--- config.mk ---
export PLATFORM = sky130hd
export DESIGN_NAME = magic_synced_frame_deframer
export DESIGN_NICKNAME = d
export VERILOG_FILES = /design/src/design/msfd_pkg.sv /design/src/design/magic_synced_frame_deframer.sv /design/src/design/msfd_front.sv /design/src/design/msfd_queue.sv /design/src/design/msfd_back.sv
export SDC_FILE = /design/constraint.sdc
export NUM_CORES = 1
export LEC_CHECK = 0
export BUFFER_PORTS_ARGS = -buffer_cell sky130_fd_sc_hd__clkbuf_2
export CAP_MARGIN = 10
export CELL_PAD_IN_SITES_DETAIL_PLACEMENT = 0
export CELL_PAD_IN_SITES_GLOBAL_PLACEMENT = 1
export CORE_ASPECT_RATIO = 1.1
export CORE_MARGIN = 2
export CORE_UTILIZATION = 45
export DETAILED_ROUTE_END_ITERATION = 10
export PLACE_DENSITY_LB_ADDON = 0.2
export SLEW_MARGIN = 5
export SYNTH_ARGS = -nofsm -noshare
export SYNTH_HDL_FRONTEND = slang
export SYNTH_SLANG_ARGS = --single-unit
--- constraint.sdc ---
create_clock -name aclk -period 15.3 [get_ports aclk]
set_clock_uncertainty 0.05 [all_clocks]
set_input_delay 3.06 -clock aclk [delete_from_list [all_inputs] [get_ports aclk]]
set_output_delay 3.06 -clock aclk [all_outputs]
set_load 0.01 [all_outputs]
--- src/design/msfd_pkg.sv ---
`default_nettype none

package msfd_pkg;

    localparam logic [2:0] EV_PAYLOAD    = 3'd0;
    localparam logic [2:0] EV_GOOD       = 3'd1;
    localparam logic [2:0] EV_CRC_BAD    = 3'd2;
    localparam logic [2:0] EV_HDR_REJECT = 3'd3;
    localparam logic [2:0] EV_TIMEOUT    = 3'd4;

    localparam logic KIND_BYTE = 1'b0;
    localparam logic KIND_TICK = 1'b1;

    localparam logic [1:0] REG_EXPECTED_VERSION = 2'd0;
    localparam logic [1:0] REG_MAX_PAYLOAD      = 2'd1;
    localparam logic [1:0] REG_IDLE_TIMEOUT     = 2'd2;

    localparam logic [7:0]  CFG_VERSION_RESET  = 8'd2;
    localparam logic [9:0]  CFG_MAX_PAY_RESET  = 10'd907;
    localparam logic [15:0] CFG_TIMEOUT_RESET  = 16'd250;

    localparam logic [7:0] MAGIC0 = 8'h4F; // 'O'
    localparam logic [7:0] MAGIC1 = 8'h46; // 'F'
    localparam logic [7:0] MAGIC2 = 8'h57; // 'W'
    localparam logic [7:0] MAGIC3 = 8'h32; // '2'

    localparam int POS_W        = 11;
    localparam int HDR_IDX_W    = 4;
    localparam int HEADER_BYTES = 12;

    localparam logic [POS_W-1:0]     MAGIC_BYTES   = 11'd4;
    localparam logic [POS_W-1:0]     HDR_BYTES_POS = 11'd12;
    localparam logic [POS_W-1:0]     TRAILER_BYTES = 11'd4;
    localparam logic [POS_W-1:0]     FRAME_OVERHEAD = 11'd16;
    localparam logic [HDR_IDX_W-1:0] HDR_CRC_SPAN  = 4'd10;
    localparam logic [HDR_IDX_W-1:0] HDR_LAST      = 4'd11;

    localparam logic [15:0] CRC16_POLY   = 16'h1021;
    localparam logic [15:0] CRC16_INIT   = 16'hFFFF;
    localparam logic [31:0] CRC32C_POLY  = 32'h82F63B78;
    localparam logic [31:0] CRC32C_INIT  = 32'hFFFFFFFF;
    localparam logic [15:0] IDLE_MAX     = 16'hFFFF;

    typedef struct packed {
        logic [7:0]  expected_version;
        logic [9:0]  max_payload;
        logic [15:0] idle_timeout;
    } cfg_t;

    typedef struct packed {
        logic       is_tick;
        logic [7:0] rx_byte;
        logic [3:0] magic_hit;
    } item_t;

    typedef struct packed {
        logic [2:0]  event_res;
        logic [7:0]  payload_byte;
        logic [7:0]  msg_type;
        logic [15:0] sequence_number;
        logic [9:0]  frame_length;
        logic        version_fault;
        logic        length_fault;
        logic        header_crc_fault;
    } result_t;

    function automatic logic [15:0] crc16_byte(input logic [15:0] crc, input logic [7:0] b);
        logic [15:0] c;
        c = crc ^ {b, 8'h00};
        for (int i = 0; i < 8; i++) begin
            c = c[15] ? ({c[14:0], 1'b0} ^ CRC16_POLY) : {c[14:0], 1'b0};
        end
        return c;
    endfunction

    function automatic logic [31:0] crc32c_byte(input logic [31:0] crc, input logic [7:0] b);
        logic [31:0] c;
        c = crc ^ {24'h000000, b};
        for (int i = 0; i < 8; i++) begin
            c = {1'b0, c[31:1]} ^ (c[0] ? CRC32C_POLY : 32'h00000000);
        end
        return c;
    endfunction

endpackage

`default_nettype wire

--- src/design/magic_synced_frame_deframer.sv ---
`default_nettype none

// Frame deframer for a byte link with millisecond ticks. Each input item is a received
// byte or a tick; the block hunts for the magic "OFW2", checks a 12-byte header
// (version, length limit, CRC-16-CCITT), streams payload bytes out one result per byte
// and ends the frame with good or bad status from the CRC-32C trailer. A partial frame
// is dropped with a timeout result once more than idle_timeout ticks pass without a
// byte. Throughput is one item per clock while m_tready stays high: items go through a
// two-entry queue into a parser that handles one item per cycle unless its output
// register is full and not taken, and results are registered there. Configuration
// takes effect on the next item and should be written while the block is idle.
module magic_synced_frame_deframer #(
    parameter int LENGTH_LIMIT = 1023
) (
    input  wire logic        aclk,
    input  wire logic        aresetn,
    input  wire logic        s_tvalid,
    output logic             s_tready,
    input  wire logic [7:0]  s_tdata,   // rx_byte
    input  wire logic [0:0]  s_tuser,   // kind
    output logic             m_tvalid,
    input  wire logic        m_tready,
    // payload_byte, msg_type, sequence_number, frame_length, version_fault,
    // length_fault, header_crc_fault, zero pad
    output logic [47:0]      m_tdata,
    output logic [2:0]       m_tuser,   // event_res
    input  wire logic        cfg_wr_en,
    input  wire logic [1:0]  cfg_index,
    input  wire logic [15:0] cfg_wdata
);

    msfd_pkg::cfg_t    cfg_reg, cfg_next;
    msfd_pkg::item_t   front_item;
    msfd_pkg::item_t   q_item;
    msfd_pkg::result_t out_res;
    logic              q_valid, q_ready;

    always_comb begin
        cfg_next = cfg_reg;
        if (cfg_wr_en) begin
            unique case (cfg_index)
                msfd_pkg::REG_EXPECTED_VERSION: cfg_next.expected_version = cfg_wdata[7:0];
                msfd_pkg::REG_MAX_PAYLOAD:      cfg_next.max_payload      = cfg_wdata[9:0];
                msfd_pkg::REG_IDLE_TIMEOUT:     cfg_next.idle_timeout     = cfg_wdata;
                default:                        cfg_next = cfg_reg;
            endcase
        end
    end

    always_ff @(posedge aclk) begin
        if (!aresetn) begin
            cfg_reg.expected_version <= msfd_pkg::CFG_VERSION_RESET;
            cfg_reg.max_payload      <= msfd_pkg::CFG_MAX_PAY_RESET;
            cfg_reg.idle_timeout     <= msfd_pkg::CFG_TIMEOUT_RESET;
        end else begin
            cfg_reg <= cfg_next;
        end
    end

    msfd_front u_front (
        .kind    (s_tuser[0]),
        .rx_byte (s_tdata),
        .item    (front_item)
    );

    msfd_queue u_queue (
        .aclk       (aclk),
        .aresetn    (aresetn),
        .push_valid (s_tvalid),
        .push_ready (s_tready),
        .push_item  (front_item),
        .pop_valid  (q_valid),
        .pop_ready  (q_ready),
        .pop_item   (q_item)
    );

    msfd_back #(
        .LENGTH_LIMIT (LENGTH_LIMIT)
    ) u_back (
        .aclk      (aclk),
        .aresetn   (aresetn),
        .cfg       (cfg_reg),
        .in_valid  (q_valid),
        .in_ready  (q_ready),
        .item      (q_item),
        .out_valid (m_tvalid),
        .out_ready (m_tready),
        .out_res   (out_res)
    );

    assign m_tuser = out_res.event_res;
    assign m_tdata = {3'b000,
                      out_res.header_crc_fault,
                      out_res.length_fault,
                      out_res.version_fault,
                      out_res.frame_length,
                      out_res.sequence_number,
                      out_res.msg_type,
                      out_res.payload_byte};

`ifndef ASSERT_OFF
    a_empty_queue_ready: assert property (@(posedge aclk) disable iff (!aresetn)
        !q_valid |-> s_tready)
        else $error("queue empty but input not ready");

    a_timeout_clean: assert property (@(posedge aclk) disable iff (!aresetn)
        (m_tvalid && out_res.event_res == msfd_pkg::EV_TIMEOUT) |-> (m_tdata == 48'h0))
        else $error("timeout result carries non-zero fields");

    a_flags_only_reject: assert property (@(posedge aclk) disable iff (!aresetn)
        (m_tvalid && out_res.event_res != msfd_pkg::EV_HDR_REJECT) |->
        !(out_res.version_fault || out_res.length_fault || out_res.header_crc_fault))
        else $error("fault flags on a non-reject result");

    a_reject_has_flag: assert property (@(posedge aclk) disable iff (!aresetn)
        (m_tvalid && out_res.event_res == msfd_pkg::EV_HDR_REJECT) |->
        (out_res.version_fault || out_res.length_fault || out_res.header_crc_fault))
        else $error("header reject without a fault flag");
`endif

endmodule

`default_nettype wire

--- src/design/msfd_front.sv ---
`default_nettype none

module msfd_front (
    input  wire logic           kind,
    input  wire logic [7:0]     rx_byte,
    output msfd_pkg::item_t     item
);

    always_comb begin
        item.is_tick      = (kind == msfd_pkg::KIND_TICK);
        item.rx_byte      = rx_byte;
        item.magic_hit[0] = (rx_byte == msfd_pkg::MAGIC0);
        item.magic_hit[1] = (rx_byte == msfd_pkg::MAGIC1);
        item.magic_hit[2] = (rx_byte == msfd_pkg::MAGIC2);
        item.magic_hit[3] = (rx_byte == msfd_pkg::MAGIC3);
    end

endmodule

`default_nettype wire

--- src/design/msfd_queue.sv ---
`default_nettype none

module msfd_queue (
    input  wire logic           aclk,
    input  wire logic           aresetn,
    input  wire logic           push_valid,
    output logic                push_ready,
    input  wire msfd_pkg::item_t push_item,
    output logic                pop_valid,
    input  wire logic           pop_ready,
    output msfd_pkg::item_t     pop_item
);

    msfd_pkg::item_t mem_reg [2];
    logic       wr_ptr_reg, wr_ptr_next;
    logic       rd_ptr_reg, rd_ptr_next;
    logic [1:0] count_reg, count_next;
    logic       push_fire, pop_fire;

    assign push_ready = (count_reg != 2'd2);
    assign pop_valid  = (count_reg != 2'd0);
    assign pop_item   = mem_reg[rd_ptr_reg];
    assign push_fire  = push_valid && push_ready;
    assign pop_fire   = pop_valid && pop_ready;

    always_comb begin
        wr_ptr_next = push_fire ? ~wr_ptr_reg : wr_ptr_reg;
        rd_ptr_next = pop_fire ? ~rd_ptr_reg : rd_ptr_reg;
        count_next  = count_reg;
        if (push_fire && !pop_fire) begin
            count_next = count_reg + 2'd1;
        end else if (pop_fire && !push_fire) begin
            count_next = count_reg - 2'd1;
        end
    end

    always_ff @(posedge aclk) begin
        if (!aresetn) begin
            wr_ptr_reg <= 1'b0;
            rd_ptr_reg <= 1'b0;
            count_reg  <= 2'd0;
        end else begin
            wr_ptr_reg <= wr_ptr_next;
            rd_ptr_reg <= rd_ptr_next;
            count_reg  <= count_next;
        end
    end

    always_ff @(posedge aclk) begin
        if (push_fire) begin
            mem_reg[wr_ptr_reg] <= push_item;
        end
    end

endmodule

`default_nettype wire

--- src/design/msfd_back.sv ---
`default_nettype none

module msfd_back #(
    parameter int LENGTH_LIMIT = 1023
) (
    input  wire logic           aclk,
    input  wire logic           aresetn,
    input  wire msfd_pkg::cfg_t cfg,
    input  wire logic           in_valid,
    output logic                in_ready,
    input  wire msfd_pkg::item_t item,
    output logic                out_valid,
    input  wire logic           out_ready,
    output msfd_pkg::result_t   out_res
);

    localparam int PW = msfd_pkg::POS_W;
    localparam int IW = msfd_pkg::HDR_IDX_W;
    localparam logic [15:0] LEN_LIMIT = 16'(LENGTH_LIMIT);

    logic [PW-1:0] pos_reg, pos_next;
    logic [PW-1:0] frame_end_reg, frame_end_next;
    logic [15:0]   hcrc_reg, hcrc_next;
    logic [31:0]   fcrc_reg, fcrc_next;
    logic [31:0]   trailer_reg, trailer_next;
    logic [15:0]   idle_reg, idle_next;
    logic [7:0]    hdr_reg [msfd_pkg::HEADER_BYTES];

    logic               out_valid_reg, out_valid_next;
    msfd_pkg::result_t  out_res_reg;

    logic               in_fire;
    logic               emit;
    msfd_pkg::result_t  res;
    msfd_pkg::result_t  hdr_res;
    logic               take, take_start;
    logic [IW-1:0]      take_at;
    logic [15:0]        hbase;
    logic [31:0]        fbase;
    logic [15:0]        len;
    logic [15:0]        rx_crc;
    logic               vf, lf, cf;
    logic [7:0]         b;

    assign in_ready  = !out_valid_reg || out_ready;
    assign in_fire   = in_valid && in_ready;
    assign out_valid = out_valid_reg;
    assign out_res   = out_res_reg;

    assign b      = item.rx_byte;
    assign len    = {hdr_reg[9], hdr_reg[8]};
    assign rx_crc = {b, hdr_reg[10]};

    always_comb begin
        hdr_res                  = '0;
        hdr_res.msg_type         = hdr_reg[5];
        hdr_res.sequence_number  = {hdr_reg[7], hdr_reg[6]};
        hdr_res.frame_length     = {hdr_reg[9][1:0], hdr_reg[8]};
    end

    always_comb begin
        pos_next       = pos_reg;
        frame_end_next = frame_end_reg;
        hcrc_next      = hcrc_reg;
        fcrc_next      = fcrc_reg;
        trailer_next   = trailer_reg;
        idle_next      = idle_reg;
        emit           = 1'b0;
        res            = hdr_res;
        take           = 1'b0;
        take_start     = 1'b0;
        take_at        = pos_reg[IW-1:0];
        vf             = 1'b0;
        lf             = 1'b0;
        cf             = 1'b0;
        hbase          = hcrc_reg;
        fbase          = fcrc_reg;

        if (in_fire) begin
            if (item.is_tick) begin
                idle_next = (idle_reg == msfd_pkg::IDLE_MAX) ? idle_reg : idle_reg + 16'd1;
                if (pos_reg != '0 && idle_next > cfg.idle_timeout) begin
                    pos_next       = '0;
                    frame_end_next = '0;
                    trailer_next   = '0;
                    emit           = 1'b1;
                    res            = '0;
                    res.event_res  = msfd_pkg::EV_TIMEOUT;
                end
            end else begin
                idle_next = '0;
                if (pos_reg < msfd_pkg::MAGIC_BYTES) begin
                    if (item.magic_hit[pos_reg[1:0]]) begin
                        take       = 1'b1;
                        take_start = (pos_reg == '0);
                    end else if (item.magic_hit[0]) begin
                        take       = 1'b1;
                        take_start = 1'b1;
                        take_at    = '0;
                    end else begin
                        pos_next = '0;
                    end
                end else if (pos_reg < msfd_pkg::HDR_BYTES_POS) begin
                    take = 1'b1;
                end else if (pos_reg + msfd_pkg::TRAILER_BYTES < frame_end_reg) begin
                    fcrc_next         = msfd_pkg::crc32c_byte(fcrc_reg, b);
                    pos_next          = pos_reg + 11'd1;
                    emit              = 1'b1;
                    res.event_res     = msfd_pkg::EV_PAYLOAD;
                    res.payload_byte  = b;
                end else begin
                    trailer_next = {b, trailer_reg[31:8]};
                    pos_next     = pos_reg + 11'd1;
                    if (pos_reg + 11'd1 >= frame_end_reg) begin
                        emit          = 1'b1;
                        res.event_res = (~fcrc_reg == trailer_next) ?
                                        msfd_pkg::EV_GOOD : msfd_pkg::EV_CRC_BAD;
                        pos_next       = '0;
                        frame_end_next = '0;
                        trailer_next   = '0;
                    end
                end
            end
        end

        if (take) begin
            if (take_start) begin
                hbase        = msfd_pkg::CRC16_INIT;
                fbase        = msfd_pkg::CRC32C_INIT;
                trailer_next = '0;
            end
            hcrc_next = (take_at < msfd_pkg::HDR_CRC_SPAN) ?
                        msfd_pkg::crc16_byte(hbase, b) : hbase;
            fcrc_next = msfd_pkg::crc32c_byte(fbase, b);
            pos_next  = {{(PW-IW){1'b0}}, take_at} + 11'd1;
            if (take_at == msfd_pkg::HDR_LAST) begin
                vf = (hdr_reg[4] != cfg.expected_version);
                lf = (len > {6'b000000, cfg.max_payload}) || (len > LEN_LIMIT);
                cf = (hcrc_next != rx_crc);
                if (vf || lf || cf) begin
                    emit                 = 1'b1;
                    res.event_res        = msfd_pkg::EV_HDR_REJECT;
                    res.version_fault    = vf;
                    res.length_fault     = lf;
                    res.header_crc_fault = cf;
                    pos_next             = '0;
                    frame_end_next       = '0;
                    trailer_next         = '0;
                end else begin
                    frame_end_next = msfd_pkg::FRAME_OVERHEAD + {1'b0, len[9:0]};
                    trailer_next   = '0;
                end
            end
        end

        out_valid_next = in_ready ? emit : out_valid_reg;
    end

    always_ff @(posedge aclk) begin
        if (!aresetn) begin
            pos_reg       <= '0;
            frame_end_reg <= '0;
            hcrc_reg      <= msfd_pkg::CRC16_INIT;
            fcrc_reg      <= msfd_pkg::CRC32C_INIT;
            trailer_reg   <= '0;
            idle_reg      <= '0;
            out_valid_reg <= 1'b0;
        end else begin
            pos_reg       <= pos_next;
            frame_end_reg <= frame_end_next;
            hcrc_reg      <= hcrc_next;
            fcrc_reg      <= fcrc_next;
            trailer_reg   <= trailer_next;
            idle_reg      <= idle_next;
            out_valid_reg <= out_valid_next;
        end
    end

    always_ff @(posedge aclk) begin
        if (take) begin
            hdr_reg[take_at] <= b;
        end
        if (in_ready && emit) begin
            out_res_reg <= res;
        end
    end

endmodule

`default_nettype wire
* After elaboration in Yosys (flattened, before gate mapping)
Memory sizes are Yosys's and may differ from the RTL's. A register that Yosys moved wholly into a read port is not among the register bits.
Cells that the tools add are included.
** Word-level totals
- Flip-flop bits (word level) :: 205
- Bits in writable memories :: 122
- Bits of input ports :: 32
- Output and inout bits :: 53
- Logic and storage cells :: 233
- Memories :: 2
** Operators by class
- Add/sub/neg operators :: 7
- Magnitude comparators :: 9
- Equality and inequality tests :: 19
- Multiplexer cells :: 120
- Bitwise gates (word level) :: 30
- Reduce and logical (&&, ||, !) cells :: 25
** Memory list
- u_back.hdr_reg :: depth 12, width 8, read ports 7, clocked after Yosys merged registers in 0, write ports 1, RTL line msfd_back.sv:27 : logic [7:0] hdr_reg [msfd_pkg::HEADER_BYTES];
- u_queue.mem_reg :: depth 2, width 13, read ports 1, clocked after Yosys merged registers in 1, write ports 1, RTL line msfd_queue.sv:14 : msfd_pkg::item_t mem_reg [2];
** Operators with widths (count)
- 32-bit two-way mux :: 34
- 31-bit by 32-bit XOR with 32-bit output :: 16
- 11-bit two-way mux :: 25
- 13-bit two-way mux :: 8
- 48-bit two-way mux :: 2
- 16-bit two-way mux :: 5
- 32-bit by 8-bit XOR with 32-bit output :: 2
- 37-bit two-way mux :: 1
- 32-bit == test :: 1
- 32-bit inverter :: 1
- 1-bit two-way mux :: 27
- 8-bit by 7-bit == test with 1-bit output, second input constant :: 3
- 3-bit two-way mux :: 8
- 3-bit inverter :: 8
- 4-bit two-way mux :: 5
- 16-bit by 1-bit adder with 16-bit output, second input constant :: 1
- 16-bit == test, second input constant :: 1
- 16-bit by 10-bit greater-than comparator with 1-bit output :: 1
- 16-bit by 10-bit greater-than comparator with 1-bit output, second input constant :: 1
- 16-bit greater-than comparator :: 1
- 16-bit inequality test :: 1
- 16-bit XOR :: 1
- 11-bit by 1-bit adder with 11-bit output, second input constant :: 1
- 11-bit by 3-bit adder with 11-bit output, second input constant :: 1
- other kinds (34) :: 55

* Logic depth before layout (Yosys ltp)
Gate-level depths: netlist of run 1.
- Depth after elaboration :: 32
- Depth in mapped cells :: 26
- Gate-level depth less buffers :: 21

* Hierarchy
Synthesis of run 1 repeated with hierarchy kept, for this count alone.
** Second synthesis, totals
- Cell total of the unflattened synthesis :: 1691
- Area, all modules :: 16452.0 um^2
** Modules (own cells, without submodules)
- msfd_back :: instances 1, cells an instance 1462, area each 13700.6 um^2
- magic_synced_frame_deframer :: instances 1, cells an instance 146, area each 1433.9 um^2
- msfd_queue :: instances 1, cells an instance 64, area each 1174.9 um^2
- msfd_front :: instances 1, cells an instance 19, area each 142.6 um^2

* Worst setup path after synthesis of run 1
OpenSTA, ideal clock, no wires.
- Path type :: in2reg
- Start :: input m_tready
- End :: register u_back.out_res_reg (netlist bit u_back.out_res[0]) (enable)
- Setup time :: 707 ps
- Arrival :: 6466 ps
- Data required time :: 14543 ps
- Setup slack :: 8077 ps
- Cell stages on the path :: 14
- Buffers on the path :: 2
- Cell sequence :: nand2b_1 > o21a_1 > inv_2 > or4_4 > buf_6 > nor2_8 > buf_6 > o21ai_1 > a2111oi_1 > nand4_1 > nor4_4 > and2_1 > or2_1 > nand3_1
** Between the ends
- Word-level cells in the longest chain between the ends :: 23
- Elaborated cells on any way between the ends :: 34
- Classes of those cells :: order compare: 1; eq/ne: 2; mux: 18; bitwise: 9; reduce/logical: 4
** RTL lines
- start, declared :: RTL line magic_synced_frame_deframer.sv:22 : input wire logic m_tready,
- 1-bit logical OR (*) :: RTL line msfd_back.sv:45 : assign in_ready = !out_valid_reg || out_ready;
- 1-bit logical AND :: RTL line msfd_back.sv:46 : assign in_fire = in_valid && in_ready;
- 1-bit two-way mux :: RTL line msfd_back.sv:79 : if (in_fire) begin
- 16-bit two-way mux :: RTL line msfd_back.sv:127 : if (take_start) begin
- 16-bit two-way mux :: RTL line msfd_back.sv:126 : if (take) begin
- 16-bit XOR :: RTL line msfd_pkg.sv:69 : c = crc ^ {b, 8'h00};
- 3-bit inverter (no line)
- 13-bit two-way mux (7 in series) :: RTL line msfd_pkg.sv:71 : c = c[15] ? ({c[14:0], 1'b0} ^ CRC16_POLY) : {c[14:0], 1'b0};
- 3-bit inverter (no line)
- 13-bit two-way mux :: RTL line msfd_pkg.sv:71
- 16-bit two-way mux :: RTL line msfd_back.sv:132 : hcrc_next = (take_at < msfd_pkg::HDR_CRC_SPAN) ?
- 16-bit inequality test :: RTL line msfd_back.sv:139 : cf = (hcrc_next != rx_crc);
- 1-bit logical OR :: RTL line msfd_back.sv:140 : if (vf || lf || cf) begin
- 1-bit two-way mux :: RTL line msfd_back.sv:140
- 1-bit two-way mux :: RTL line msfd_back.sv:136 : if (take_at == msfd_pkg::HDR_LAST) begin
- 1-bit two-way mux :: RTL line msfd_back.sv:126
- 1-bit logical AND (*) :: RTL line msfd_back.sv:183 : if (in_ready && emit) begin
- end signal, assigned :: RTL line msfd_back.sv:184 : out_res_reg <= res;
- end, declared :: RTL line msfd_back.sv:30 : msfd_pkg::result_t out_res_reg;
Every way passes the cells marked *; elsewhere a longest branch is shown, timed or not. The select of a mux whose other input is x is not followed.
A chain may end at the register's enable or synchronous reset.

* Worst setup path in the final report of run 1
- Start :: input m_tready
- End :: register u_back.out_res_reg (netlist bit u_back.out_res[35]) (enable)
The elaborated chain is that of the path after synthesis.

==> impl_summary.log, run 1 <==
INFO  metric regToRegEndpoint = u_back.out_res[35]
INFO  metric cts_tree = built
INFO  metric r2r_cells = 22
INFO  metric clock_path_buffers = 3
INFO  metric rsz0062_at_grt = false
INFO  metric r2r_setup_slack = 9.55 ns
INFO  metric critPathMaxStageDelay = 0.71 ns
INFO  metric kind_of_start_point_of_the_critical_path = input port
INFO  metric setup_tns = 0 ns
INFO  metric grt_pass1_vias = 11,800
INFO  metric largest_register_ff_count = 56
INFO  metric cellLeakagePower = 6.64 nW
INFO  metric post_dp_cell_area = 17,000 um2
INFO  metric post_synthesis_sequential_area_ratio = 42.6%
INFO  metric dr.first_iter.drc_count = 861
INFO  metric via_count = 12,300
INFO  metric synthDominantAreaCellType = sky130_fd_sc_hd__edfxtp_1
INFO  metric ir_drop = 0.136 mV
INFO  metric synth_top_cells_by_area = sky130_fd_sc_hd__edfxtp_1, sky130_fd_sc_hd__dfxtp_1, sky130_fd_sc_hd__xnor2_1
INFO  metric cts.repair_timing.setup_buffer_count = 0
INFO  metric critPathTopFamily = simple AND/OR/NAND/NOR gates
INFO  metric finalMaxSlewViolations = 0
INFO  metric cp_slowest_cell = sky130_fd_sc_hd__or4_4
INFO  metric synth_async_sr_flop_share = 0%
INFO  metric route.detailed.drc = 0
INFO  metric cp_data_arrival_time = 7.36 ns
INFO  metric worst_setup_path_type = input port to flop
INFO  metric post_synth.cell_area_avg = 9.77 um2
INFO  metric placeableCoreArea = 35,300 um2
INFO  metric die_x = 185 um
INFO  metric final_layout_size_suffix_gt1_share = 11.8%
INFO  metric synth_flop_cell = sky130_fd_sc_hd__dfxtp_1
INFO  metric worst_skew_pair.late_latency = 0.58 ns
INFO  metric path_cells = clkbuf_2 > nand2b_1 > o21a_1 > inv_2 > or4_4 > nor2_8 > o311ai_0 > a2111oi_1 > nand4_1 > nor4_4 > and2_1 > or2_1 > nand3_2 > buf_4
INFO  metric grt_overflow_total = 0
INFO  metric cellPowerDensity = 235 nW/um2
INFO  metric fmax = 140 MHz
INFO  metric cap_violations = 0
INFO  metric insertedDiodeCount = 0
INFO  metric final_setup_violation_count = 0
INFO  metric yosys.area.top_type_share = 24.1%
INFO  metric synth_edf_count = 130
INFO  metric finalHoldViolCount = 0
INFO  metric fp.dieH = 203 um
INFO  metric netlist_instances = 1,659
INFO  metric grt_antenna_before_repair = 0
INFO  metric finalPower = 4.26 mW
INFO  metric cell_row_count = 72
INFO  metric layout.cell_area.non_filler = 18,100 um2
INFO  metric finish.cell_count_without_fillers = 2,213
INFO  metric slew_headroom = 30.4%
INFO  metric final_core_utilization = 51.3%
INFO  metric vias_per_cell = 5.55
INFO  metric clock-sinks = 280
INFO  metric grt_util_all_layers = 23.4%
INFO  metric status = finished clean
INFO  metric finalWeightedCongestion = 0.927
INFO  metric nets = 1,798
INFO  metric layout_worst_path_cycle_share = 46.8%
INFO  metric synth_cell_types = 92
INFO  metric critical_path.reg2reg.startpoint = u_back.idle_reg[4]
INFO  metric grt_start_max_net_pins = 57
INFO  metric dp_hpwl = 30,400 um
INFO  metric antenna_violating_nets_post_route = 0
INFO  metric timing.critical_path.to_type = flop
INFO  metric cts.root.buffer_cell = sky130_fd_sc_hd__clkbuf_16
INFO  metric post-place-ws = 7.59 ns
INFO  metric critical_path_buf_inv_count = 3
INFO  metric hold_ws = 0.406 ns
INFO  metric num_io_pins = 85
INFO  metric cts.clk_slew.worst_paths = 0.06 ns
INFO  metric required = 15.49 ns
INFO  metric timing.critical_path.depth = 14
INFO  metric finalWorstSetupSlack = 8.13 ns
INFO  metric drt_first_pass_iters = 5
INFO  metric worstSetupStartpoint = m_tready
INFO  metric min_path_type = flop to flop
INFO  metric grt_first_pass_wirelength = 68,400 um
INFO  metric final.min_clock_period = 7.17 ns
INFO  metric die_area = 37,500 um2
INFO  metric starting_density_of_the_core = 45.9%
INFO  metric wire_per_inst = 19.8 um
INFO  metric numPlacedInstances = 2,154
INFO  metric cts-htree-levels = 1
INFO  metric total_number_of_yosys_warnings = 0
INFO  metric postCtsResizedCells = 0
INFO  metric post_synth_instance_area = 16,200 um2
INFO  metric flow.area_growth_from_synthesis = 11.8%
INFO  metric portbufs = 81
INFO  metric worst_setup_path_endpoint = u_back.out_res[35]
INFO  metric number_of_synthesized_register_bits = 280
INFO  metric cts-buffers-inserted = 31
INFO  metric drt_wl_total = 43,800 um
INFO  metric cts_hold_repair.buffers = 0
INFO  metric max_fanout_on_critical_path = 48
INFO  metric timing_worst_slew_pin_value = 1.04 ns
## cell type report
class,count,area (um2)
Clock inverter,17,183
Fill cell,3311,17200
Inverter,63,236
Sequential cell,280,6910
Tap cell,481,602
Multi-Input combinational cell,1219,8650
Timing Repair Buffer,112,642
Clock buffer,41,895
## routing by layer
metal	up-vias	track usage, %	routed length [um]
met2	339	40.0	21000
met5	-	0	0
met1	5968	31.2	19300
met4	0	6.49	927
met3	59	2.96	2530
li1	5906	-	-
## cells in the mapped netlist, types with 6 or more instances
cell / instances
sky130_fd_sc_hd__nand2_1: 135
sky130_fd_sc_hd__edfxtp_1: 130
sky130_fd_sc_hd__a21o_1: 7
sky130_fd_sc_hd__mux2i_1: 23
sky130_fd_sc_hd__clkbuf_1: 75
sky130_fd_sc_hd__a211oi_1: 8
sky130_fd_sc_hd__o211ai_1: 55
sky130_fd_sc_hd__nor2b_1: 41
sky130_fd_sc_hd__nor3b_1: 8
sky130_fd_sc_hd__o31a_1: 6
sky130_fd_sc_hd__o21a_1: 17
sky130_fd_sc_hd__and2_1: 10
sky130_fd_sc_hd__nand3_1: 34
sky130_fd_sc_hd__o31ai_1: 7
sky130_fd_sc_hd__buf_1: 7
sky130_fd_sc_hd__or3_1: 6
sky130_fd_sc_hd__nand4_1: 21
sky130_fd_sc_hd__a22oi_1: 38
sky130_fd_sc_hd__a31oi_1: 7
sky130_fd_sc_hd__dfxtp_1: 150
sky130_fd_sc_hd__nor3_1: 21
sky130_fd_sc_hd__ha_1: 59
sky130_fd_sc_hd__xor2_1: 79
sky130_fd_sc_hd__nor2_1: 153
sky130_fd_sc_hd__xnor2_1: 226
sky130_fd_sc_hd__and3_1: 12
sky130_fd_sc_hd__nand2b_1: 18
sky130_fd_sc_hd__nor4_1: 7
sky130_fd_sc_hd__a21oi_1: 51
sky130_fd_sc_hd__a22o_1: 12
sky130_fd_sc_hd__o21ai_1: 9
sky130_fd_sc_hd__buf_4: 8
sky130_fd_sc_hd__o21ai_0: 47
sky130_fd_sc_hd__inv_1: 59
sky130_fd_sc_hd__a2bb2oi_1: 9
## logic make-up after synthesis
| family | Yosys count | synth area share (%) |
|---|---|---|
| multiplexers | 34 | 2.40 |
| adder cells (fa/ha/maj) | 59 | 4.56 |
| AO/OA/AOI/OAI | 318 | 13.8 |
| flip-flops | 280 | 42.6 |
| AND/OR/NAND/NOR | 489 | 14.6 |
| XOR/XNOR | 316 | 17.8 |
| other | 1 | 0.0231 |
| buffers and inverters | 162 | 4.16 |
## worst min path at each step
stage,start,to,slack [ns],cells after the start
6_report,cfg_reg[13],cfg_reg[13],0.41,2
5_1_grt,cfg_reg[14],cfg_reg[14],0.43,2
4_1_cts,cfg_reg[8],cfg_reg[8],0.41,2
3_5_place_dp,cfg_reg[8],cfg_reg[8],0.40,2
3_3_place_gp,cfg_reg[12],cfg_reg[12],0.40,2
2_1_floorplan,cfg_reg[10],cfg_reg[10],0.39,2
## worst register-to-register path, stage by stage, from the launching register on
cell and delay [ns]:
sky130_fd_sc_hd__dfxtp_1 0.45, sky130_fd_sc_hd__and4_1 0.28, sky130_fd_sc_hd__nand2_1 0.08, sky130_fd_sc_hd__nor2_1 0.17, sky130_fd_sc_hd__and3_1 0.32, sky130_fd_sc_hd__nand4_1 0.42, sky130_fd_sc_hd__and3_1 0.39, sky130_fd_sc_hd__nor2b_1 0.18
sky130_fd_sc_hd__nand3_1 0.16, sky130_fd_sc_hd__xnor2_1 0.13, sky130_fd_sc_hd__ha_1 0.31, sky130_fd_sc_hd__a21o_1 0.11, sky130_fd_sc_hd__a21oi_1 0.06, sky130_fd_sc_hd__nor2b_1 0.10, sky130_fd_sc_hd__o21ai_0 0.08, sky130_fd_sc_hd__nand2b_1 0.08
sky130_fd_sc_hd__a221oi_1 0.08, sky130_fd_sc_hd__a211oi_1 0.53, sky130_fd_sc_hd__and2_1 0.21, sky130_fd_sc_hd__buf_4 0.36, sky130_fd_sc_hd__inv_1 0.18, sky130_fd_sc_hd__nand3_2 0.09, sky130_fd_sc_hd__buf_4 0.56
## power by group
group | internal [mW] | switching (mW) | leakage, nW | total, mW
combinational | 1.10 | 1.40 | 3.75 | 2.50
sequential | 0.863 | 0.112 | 2.37 | 0.975
clock | 0.462 | 0.318 | 0.512 | 0.780
## layout by cell type (no fill, tap or decap), types with 6 or more instances in the layout
| cell | netlist | final |
|---|---|---|
| sky130_fd_sc_hd__a22oi_1 | 38 | 38 |
| sky130_fd_sc_hd__and2_1 | 10 | 10 |
| sky130_fd_sc_hd__nand2b_1 | 18 | 18 |
| sky130_fd_sc_hd__a21o_1 | 7 | 7 |
| sky130_fd_sc_hd__o21ai_1 | 9 | 10 |
| sky130_fd_sc_hd__or3_1 | 6 | 6 |
| sky130_fd_sc_hd__nand4_1 | 21 | 21 |
| sky130_fd_sc_hd__clkbuf_16 | 0 | 32 |
| sky130_fd_sc_hd__a31oi_1 | 7 | 7 |
| sky130_fd_sc_hd__o21a_1 | 17 | 17 |
| sky130_fd_sc_hd__inv_1 | 59 | 58 |
| sky130_fd_sc_hd__a22o_1 | 12 | 12 |
| sky130_fd_sc_hd__a211oi_1 | 8 | 8 |
| sky130_fd_sc_hd__dfxtp_1 | 150 | 150 |
| sky130_fd_sc_hd__and3_1 | 12 | 12 |
| sky130_fd_sc_hd__nand2_1 | 135 | 135 |
| sky130_fd_sc_hd__o31a_1 | 6 | 6 |
| sky130_fd_sc_hd__nand3_1 | 34 | 33 |
| sky130_fd_sc_hd__a21oi_1 | 51 | 51 |
| sky130_fd_sc_hd__xnor2_1 | 226 | 226 |
| sky130_fd_sc_hd__nor4_1 | 7 | 7 |
| sky130_fd_sc_hd__nor3_1 | 21 | 20 |
| sky130_fd_sc_hd__clkbuf_2 | 0 | 81 |
| sky130_fd_sc_hd__nor2_1 | 153 | 152 |
| sky130_fd_sc_hd__clkbuf_8 | 0 | 6 |
| sky130_fd_sc_hd__clkinv_1 | 2 | 6 |
| sky130_fd_sc_hd__o211ai_1 | 55 | 55 |
| sky130_fd_sc_hd__o31ai_1 | 7 | 7 |
| sky130_fd_sc_hd__ha_1 | 59 | 59 |
| sky130_fd_sc_hd__edfxtp_1 | 130 | 130 |
| sky130_fd_sc_hd__nor3b_1 | 8 | 7 |
| sky130_fd_sc_hd__mux2i_1 | 23 | 23 |
| sky130_fd_sc_hd__nor2b_1 | 41 | 41 |
| sky130_fd_sc_hd__buf_4 | 8 | 30 |
| sky130_fd_sc_hd__xor2_1 | 79 | 79 |
| sky130_fd_sc_hd__o21ai_0 | 47 | 46 |
| sky130_fd_sc_hd__a2bb2oi_1 | 9 | 9 |
Note: power is estimated with default switching activity, not from simulation.
==> run 2, diff against run 1 <==
- ABC_AREA: unset -> 1
- CORE_UTILIZATION: 45 -> 42
- clock period: 15.3 -> 6.3 ns (I/O delays scaled with it)
==> run 2 against run 1 <==
  * Setup slack got worse by 6.8 ns
  * Register-to-register slack worse by 8.2 ns
  * Sequential share of layout area rose by 0.84 points
  * Sequential power up 140%
  * Die area up 3.8%
  * Design area decreased by 2.2%
  * First-iteration DRC count shrank 2.1%
  * Global-route usage down 0.69 points
  * Critical endpoint is now u_back.fcrc_reg[22]
  * Clock power grew 150%
  * Wire length grew 0.97%
  * Non-clock buffer count decreased by 1
==> impl_summary.log, run 2 <==
INFO  metric die_area = 39,000 um2 (was 37,500 um2)
INFO  metric die_x = 188 um (was 185 um)
INFO  metric status = finished clean (unchanged)
INFO  metric final_setup_violation_count = 0 (unchanged)
INFO  metric total_number_of_yosys_warnings = 0 (unchanged)
INFO  metric required = 6.69 ns (was 15.49 ns)
INFO  metric number_of_synthesized_register_bits = 280 (unchanged)
INFO  metric cap_violations = 0 (unchanged)
INFO  metric max_fanout_on_critical_path = 25 (was 48)
INFO  metric largest_register_ff_count = 56 (unchanged)
INFO  metric flow.area_growth_from_synthesis = 12.8% (was 11.8%)
INFO  metric yosysMostFrequentCell = sky130_fd_sc_hd__nand2_1 (was sky130_fd_sc_hd__xnor2_1)
INFO  metric min_path_type = flop to flop (unchanged)
INFO  metric synth_flop_cell = sky130_fd_sc_hd__dfxtp_1 (unchanged)
INFO  metric starting_density_of_the_core = 42.4% (was 45.9%)
INFO  metric clock_path_buffers = 3 (unchanged)
INFO  metric timing_worst_slew_pin_value = 1.14 ns (was 1.04 ns)
INFO  metric cts.root.buffer_cell = sky130_fd_sc_hd__clkbuf_16 (unchanged)
INFO  metric slew_headroom = 23.3% (was 30.4%)
INFO  metric setup_tns = 0 ns (unchanged)
INFO  metric count_of_fill_cells_added_during_filler_insertion = 3,642 (was 3,311)
INFO  metric drt_wl_total = 44,200 um (was 43,800 um)
INFO  metric final.min_clock_period = 4.94 ns
INFO  metric final_layout_size_suffix_gt1_share = 10.7% (was 11.8%)
INFO  metric worst_setup_path_type = flop to flop (was input port to flop)
INFO  metric clock-sinks = 280 (unchanged)
INFO  metric worst_skew_pair.late_latency = 0.59 ns (was 0.58 ns)
INFO  metric grt_pass1_vias = 12,600 (was 11,800)
INFO  metric synth_async_sr_flop_share = 0% (unchanged)
INFO  metric netlist_instances = 1,943 (was 1,659)
INFO  metric cts-buffers-inserted = 31 (unchanged)
INFO  metric finalHoldViolCount = 0 (unchanged)
INFO  metric synth_edf_count = 130 (unchanged)
INFO  metric via_count = 13,100 (was 12,300)
INFO  metric synthDominantAreaCellType = sky130_fd_sc_hd__edfxtp_1 (unchanged)
INFO  metric num_io_pins = 85 (unchanged)
INFO  metric finish.cell_count_without_fillers = 2,533 (was 2,213)
INFO  metric route.detailed.drc = 0 (unchanged)
INFO  metric grt_overflow_total = 0 (unchanged)
INFO  metric cts_tree = built (unchanged)
INFO  metric cellPowerDensity = 639 nW/um2 (was 235 nW/um2)
INFO  metric grt_start_max_net_pins = 54 (was 57)
INFO  metric cts.repair_timing.setup_buffer_count = 0 (unchanged)
INFO  metric numPlacedInstances = 2,471 (was 2,154)
INFO  metric kind_of_start_point_of_the_critical_path = flop (was input port)
INFO  metric finalMaxSlewViolations = 0 (unchanged)
INFO  metric synth.cells.most_frequent = sky130_fd_sc_hd__nand2_1, sky130_fd_sc_hd__inv_1, sky130_fd_sc_hd__dfxtp_1 (was sky130_fd_sc_hd__xnor2_1, sky130_fd_sc_hd__nor2_1, sky130_fd_sc_hd__dfxtp_1)
INFO  metric synth_cell_types = 57 (was 92)
INFO  metric portbufs = 81 (unchanged)
INFO  metric post_synthesis_sequential_area_ratio = 43.9% (was 42.6%)
INFO  metric dr.first_iter.drc_count = 843 (was 861)
INFO  metric layout.cells.most_common = sky130_fd_sc_hd__nand2_1 (was sky130_fd_sc_hd__xnor2_1)
INFO  metric layout_worst_path_cycle_share = 78.3%
INFO  metric synth_top_cells_by_area = sky130_fd_sc_hd__edfxtp_1, sky130_fd_sc_hd__dfxtp_1, sky130_fd_sc_hd__nand2_1 (was sky130_fd_sc_hd__edfxtp_1, sky130_fd_sc_hd__dfxtp_1, sky130_fd_sc_hd__xnor2_1)
INFO  metric post_synth_instance_area = 15,700 um2 (was 16,200 um2)
INFO  metric grt_first_pass_wirelength = 69,600 um (was 68,400 um)
INFO  metric cp_data_arrival_time = 5.33 ns (was 7.36 ns)
INFO  metric finalWeightedCongestion = 0.866 (was 0.927)
INFO  metric post_synth.cell_area_avg = 8.09 um2 (was 9.77 um2)
INFO  metric timing.critical_path.to_type = flop (unchanged)
INFO  metric nets = 2,105 (was 1,798)
INFO  metric fp.dieH = 207 um (was 203 um)
INFO  metric cell_row_count = 74 (was 72)
INFO  metric postCtsResizedCells = 0 (unchanged)
INFO  metric wire_per_inst = 17.5 um (was 19.8 um)
INFO  metric fmax = 203 MHz
INFO  metric placeableCoreArea = 37,000 um2 (was 35,300 um2)
INFO  metric vias_per_cell = 5.17 (was 5.55)
INFO  metric drt_first_pass_iters = 5 (unchanged)
INFO  metric dp_hpwl = 31,700 um (was 30,400 um)
INFO  metric cellLeakagePower = 7.78 nW (was 6.64 nW)
INFO  metric yosys.area.top_type_share = 24.8% (was 24.1%)
INFO  metric cts.clk_slew.worst_paths = 0.06 ns (about the same)
INFO  metric layout.cells.most_common_list = sky130_fd_sc_hd__nand2_1, sky130_fd_sc_hd__inv_1, sky130_fd_sc_hd__dfxtp_1 (was sky130_fd_sc_hd__xnor2_1, sky130_fd_sc_hd__nor2_1, sky130_fd_sc_hd__dfxtp_1)
INFO  metric ir_drop = 0.827 mV (was 0.136 mV)
INFO  metric cts-htree-levels = 1 (unchanged)
INFO  metric grt_util_all_layers = 22.7% (was 23.4%)
INFO  metric antenna_violating_nets_post_route = 0 (unchanged)
INFO  metric rsz0062_at_grt = false (unchanged)
INFO  metric grt_antenna_before_repair = 1 (was 0)
INFO  metric cts_hold_repair.buffers = 0 (unchanged)
## run 2: changes by cell type after synthesis, sizes merged, moves of 72 or more
cell,previous run,this run
a21oi,53,127
inv,61,239
nand2,135,442
nand3,35,117
o21ai,58,130
xnor2,231,45
## run 2: logic make-up (layout without fill, tap and decap cells)
family	Yosys count	in the layout	synth area share [%]
fa+ha+maj	59	59	4.70
flops	280	280	43.9
mux	1	1	0.0717
compound gates	348	348	12.7
buf+inv	317	410	8.04
other cells	1	4	0.0239
xor+xnor	144	144	8.81
simple gates	793	793	21.7
## run 2: layer usage
layer | GRT usage [%] | wire [um] | up-vias
li1 | - | - | 6597
met1 | 29.7 | 20000 | 6068
met2 | 39.4 | 20700 | 360
met3 | 2.38 | 2130 | 73
met4 | 8.06 | 1470 | 0
met5 | 0 | 0 | -
## run 2: cell type report
| class | count | area, um2 | share of cell area, % |
|---|---|---|---|
| diodes | 1 | 2.50 | 0.0141 |
| repair buffers | 111 | 634 | 3.58 |
| clock buffers | 40 | 830 | 4.68 |
| inverters | 242 | 908 | 5.13 |
| flip-flops and latches | 280 | 6910 | 39.0 |
| clock inverters | 17 | 265 | 1.50 |
| multi-input cells | 1348 | 7550 | 42.6 |
| well taps | 494 | 618 | 3.49 |
## run 2: worst paths after layout
kind,startpoint,to,slack (ns),depth (start not counted)
worst max-delay path,u_back.pos_reg[0],u_back.fcrc_reg[22],1.36,18
worst min-delay path,u_queue.rd_ptr_reg,u_queue.rd_ptr_reg,0.40,1
worst max register to register,u_back.pos_reg[0],u_back.fcrc_reg[22],1.36,18
worst min register to register,u_queue.rd_ptr_reg,u_queue.rd_ptr_reg,0.40,1
## run 2: per-stage QoR
stage | hold WS, ns | cell area [um2] | setup WS (ns) | util, % | power [mW]
5_1_grt | 0.443 | 17700 | 0.964 | 47.8 | 12.2
3_5_place_dp | 0.397 | 16600 | 1.02 | 44.8 | 9.38
2_1_floorplan | 0.376 | 15700 | 1.54 | - | 7.92
6_report | 0.402 | 17700 | 1.36 | 47.8 | 11.3
4_1_cts | 0.403 | 17700 | 1.42 | 47.7 | 11.4
3_3_place_gp | 0.380 | 16600 | 1.13 | 44.8 | 9.34
## run 2: worst max-delay path, stage by stage (launching register included)
cell,delay (ns)
sky130_fd_sc_hd__dfxtp_1,0.63
sky130_fd_sc_hd__inv_1,0.28
sky130_fd_sc_hd__ha_1,0.27
sky130_fd_sc_hd__nand2_1,0.06
sky130_fd_sc_hd__nand3b_1,0.25
sky130_fd_sc_hd__nor2_2,0.08
sky130_fd_sc_hd__nand2_2,0.37
sky130_fd_sc_hd__nand2_2,0.24
sky130_fd_sc_hd__inv_1,0.66
sky130_fd_sc_hd__nand2_2,0.18
sky130_fd_sc_hd__nand2_2,0.29
sky130_fd_sc_hd__xor2_1,0.32
sky130_fd_sc_hd__xnor2_2,0.19
sky130_fd_sc_hd__nand2_2,0.10
sky130_fd_sc_hd__nand2_4,0.23
sky130_fd_sc_hd__inv_1,0.16
sky130_fd_sc_hd__or2_1,0.25
sky130_fd_sc_hd__nand3_1,0.07
sky130_fd_sc_hd__o211ai_1,0.08
## run 2: report_power, final
group          switching, mW  total (mW)  internal [mW]
clock network          0.765        1.94           1.18
logic                   4.49        7.04           2.55
registers              0.173        2.34           2.16
==> run 3, diff against run 2 <==
- CORE_UTILIZATION: 42 -> 45
- clock period: 6.3 -> 4.65 ns (I/O delays scaled with it)
==> run 3 against run 2 <==
  * Worst hold slack improved by 0.0077 ns
  * Wire length fell by 0.92%
  * Non-clock buffer count rose by 22
  * Total power rose by 35%
  * Sequential share of layout area fell by 0.085 points
  * Clock power rose by 25%
  * Final cell count fell by 1.4%
  * Core utilization rose by 3.9 points
==> impl_summary.log, run 3 (same netlist as run 2, synthesis figures left out) <==
INFO  metric status = finished clean (unchanged)
INFO  metric grt_pass1_vias = 12,800 (was 12,600)
INFO  metric hold_ws = 0.410 ns (was 0.402 ns)
INFO  metric cellLeakagePower = 7.87 nW (was 7.78 nW)
INFO  metric clock-sinks = 280 (unchanged)
INFO  metric layout_worst_path_cycle_share = 89.9% (was 78.3%)
INFO  metric vias_per_cell = 5.34 (was 5.17)
INFO  metric antenna_violating_nets_post_route = 0 (unchanged)
INFO  metric insertedDiodeCount = 0 (was 1)
INFO  metric critical_path_buf_inv_count = 2 (was 3)
INFO  metric cpMostUsedCell = sky130_fd_sc_hd__nand2_1 (was sky130_fd_sc_hd__nand2_2)
INFO  metric fp.dieH = 200 um (was 207 um)
INFO  metric dr.first_iter.drc_count = 839 (was 843)
INFO  metric worst_skew_pair.late_latency = 0.57 ns (was 0.59 ns)
INFO  metric clock_path_buffers = 3 (unchanged)
INFO  metric via_count = 13,300 (was 13,100)
INFO  metric post_dp_cell_area = 16,700 um2 (was 16,600 um2)
INFO  metric flow.area_growth_from_synthesis = 13.0% (was 12.8%)
INFO  metric portbufs = 81 (unchanged)
INFO  metric cts-buffers-inserted = 30 (was 31)
INFO  metric critPathMaxStageDelay = 0.58 ns (was 0.66 ns)
INFO  metric fmax = 239 MHz (was 203 MHz)
INFO  metric timing_worst_slew_pin_value = 1.13 ns (was 1.14 ns)
INFO  metric finalWorstSetupSlack = 0.469 ns (was 1.36 ns)
INFO  metric finalPower = 15.3 mW (was 11.3 mW)
INFO  metric layout.cell_area.non_filler = 17,800 um2 (was 17,700 um2)
INFO  metric rsz0062_at_grt = false (unchanged)
INFO  metric post-place-ws = 0.182 ns (was 1.02 ns)
INFO  metric finalHoldViolCount = 0 (unchanged)
INFO  metric nets = 2,126 (was 2,105)
INFO  metric timing.critical_path.to_type = flop (unchanged)
INFO  metric slew_headroom = 24.6% (was 23.3%)
INFO  metric finalMaxSlewViolations = 0 (unchanged)
INFO  metric cts.root.buffer_cell = sky130_fd_sc_hd__clkbuf_16 (unchanged)
INFO  metric cts_hold_repair.buffers = 0 (unchanged)
INFO  metric kind_of_start_point_of_the_critical_path = flop (unchanged)
INFO  metric grt_util_all_layers = 24.3% (was 22.7%)
INFO  metric die_x = 182 um (was 188 um)
INFO  metric cellPowerDensity = 861 nW/um2 (was 639 nW/um2)
INFO  metric route.detailed.drc = 0 (unchanged)
INFO  metric dp_hpwl = 31,600 um (was 31,700 um)
INFO  metric numPlacedInstances = 2,440 (was 2,471)
INFO  metric starting_density_of_the_core = 45.8% (was 42.4%)
INFO  metric wire_per_inst = 17.5 um (about the same)
INFO  metric final_setup_violation_count = 0 (unchanged)
INFO  metric ir_drop = 1.46 mV (was 0.827 mV)
INFO  metric critPathTopFamily = simple AND/OR/NAND/NOR gates (unchanged)
INFO  metric setup_tns = 0 ns (unchanged)
INFO  metric grt_start_max_net_pins = 74 (was 54)
INFO  metric cts.clk_slew.worst_paths = 0.06 ns (about the same)
INFO  metric count_of_fill_cells_added_during_filler_insertion = 3,355 (was 3,642)
INFO  metric cell_row_count = 71 (was 74)
INFO  metric num_io_pins = 85 (unchanged)
INFO  metric required = 5.10 ns (was 6.69 ns)
INFO  metric final_core_utilization = 51.8% (was 47.8%)
INFO  metric layout.cells.most_common = sky130_fd_sc_hd__nand2_1 (unchanged)
INFO  metric min_path_type = flop to flop (unchanged)
INFO  metric path_cells = inv_1 > ha_1 > nand2_1 > nand3b_1 > nor2_2 > nand2_2 > buf_4 > nand3_1 > nand2_1 > nand2_1 > nand2_1 > nand2_1 > nand2_1 > nand3_1 > nand3_1 > nand2_1 > nor2_1 > nand2_1 > nor2_1 > and2_1 > nand3_1 > a21oi_1 (was inv_1 > ha_1 > nand2_1 > nand3b_1 > nor2_2 > nand2_2 > nand2_2 > inv_1 > nand2_2 > nand2_2 > xor2_1 > xnor2_2 > nand2_2 > nand2_4 > inv_1 > or2_1 > nand3_1 > o211ai_1)
INFO  metric finalWeightedCongestion = 0.894 (was 0.866)
INFO  metric worst_setup_path_type = flop to flop (unchanged)
INFO  metric cp_slowest_cell = sky130_fd_sc_hd__dfxtp_1 (was sky130_fd_sc_hd__inv_1)
INFO  metric grt_antenna_before_repair = 1 (unchanged)
INFO  metric drt_first_pass_iters = 5 (unchanged)
INFO  metric finish.cell_count_without_fillers = 2,497 (was 2,533)
INFO  metric drt_wl_total = 43,800 um (was 44,200 um)
INFO  metric final_layout_size_suffix_gt1_share = 11.7% (was 10.7%)
INFO  metric layout.cells.most_common_list = sky130_fd_sc_hd__nand2_1, sky130_fd_sc_hd__inv_1, sky130_fd_sc_hd__dfxtp_1 (unchanged)
INFO  metric grt_first_pass_wirelength = 69,800 um (was 69,600 um)
INFO  metric placeableCoreArea = 34,300 um2 (was 37,000 um2)
INFO  metric final.min_clock_period = 4.18 ns (was 4.94 ns)
INFO  metric cap_violations = 0 (unchanged)
INFO  metric max_fanout_on_critical_path = 24 (was 25)
INFO  metric cts_tree = built (unchanged)
INFO  metric die_area = 36,400 um2 (was 39,000 um2)
INFO  metric grt_overflow_total = 0 (unchanged)
INFO  metric cts-htree-levels = 1 (unchanged)
INFO  metric cp_data_arrival_time = 4.63 ns (was 5.33 ns)
INFO  metric largest_register_ff_count = 56 (unchanged)
run 3: changes by cell type in the layout (fill, tap and decap cells not counted), sizes merged:
cell      delta
diode        -1
clkinvlp     -4
buf         +24
clkbuf       +7
bufinv       -6
run 3: report_power, final:
group          switching [mW]  internal (mW)  leakage, nW  total [mW]
Clock                    1.01           1.41        0.503        2.42
Sequential              0.231           2.93         2.44        3.16
Combinational            6.11           3.59         4.93        9.70
run 3: layer usage:
layer	vias to the layer above	share of wire (%)	global-route usage (%)	wire, um
li1	6626	-	-	-
met1	6255	45	32.4	19900
met2	361	46	41.0	20200
met3	87	4.9	2.76	2160
met4	0	3.5	9.38	1540
met5	-	0	0	0
run 3: worst reg2reg max path, stage by stage (launching register included):
cell	delay (ns)
sky130_fd_sc_hd__dfxtp_1	0.58
sky130_fd_sc_hd__inv_1	0.19
sky130_fd_sc_hd__ha_1	0.25
sky130_fd_sc_hd__nand2_1	0.06
sky130_fd_sc_hd__nand3b_1	0.21
sky130_fd_sc_hd__nor2_2	0.08
sky130_fd_sc_hd__nand2_2	0.07
sky130_fd_sc_hd__buf_4	0.27
sky130_fd_sc_hd__nand3_1	0.17
sky130_fd_sc_hd__nand2_1	0.09
sky130_fd_sc_hd__nand2_1	0.14
sky130_fd_sc_hd__nand2_1	0.17
sky130_fd_sc_hd__nand2_1	0.17
sky130_fd_sc_hd__nand2_1	0.09
sky130_fd_sc_hd__nand3_1	0.09
sky130_fd_sc_hd__nand3_1	0.09
sky130_fd_sc_hd__nand2_1	0.05
sky130_fd_sc_hd__nor2_1	0.20
sky130_fd_sc_hd__nand2_1	0.08
sky130_fd_sc_hd__nor2_1	0.24
sky130_fd_sc_hd__and2_1	0.46
sky130_fd_sc_hd__nand3_1	0.17
sky130_fd_sc_hd__a21oi_1	0.15
run 3: area by class of cell:
cell class | instances | area [um2] | share of cell area (%)
clock buffer | 49 | 960 | 5.40
clock inverter | 7 | 58.8 | 0.331
inverter | 242 | 913 | 5.14
multi-input combinational | 1348 | 7560 | 42.6
sequential | 280 | 6910 | 38.9
tap | 438 | 548 | 3.09
timing repair buffer | 133 | 812 | 4.57
run 3: final timing paths:
check | slack [ns] | start | end | cells after the start
setup / recovery | 0.47 | u_back.pos_reg[2] | u_back.frame_end_reg[9] | 22
hold / removal | 0.41 | u_queue.rd_ptr_reg | u_queue.rd_ptr_reg | 1
setup reg to reg | 0.47 | u_back.pos_reg[2] | u_back.frame_end_reg[9] | 22
hold reg to reg | 0.41 | u_queue.rd_ptr_reg | u_queue.rd_ptr_reg | 1
run 3: timing repair:
item                                    in CTS  in global routing
hold endpoints to repair                     0                  0
buffers inserted                             0                  0
endpoints found under the setup margin       0                 58
gates resized for setup                      0                  5
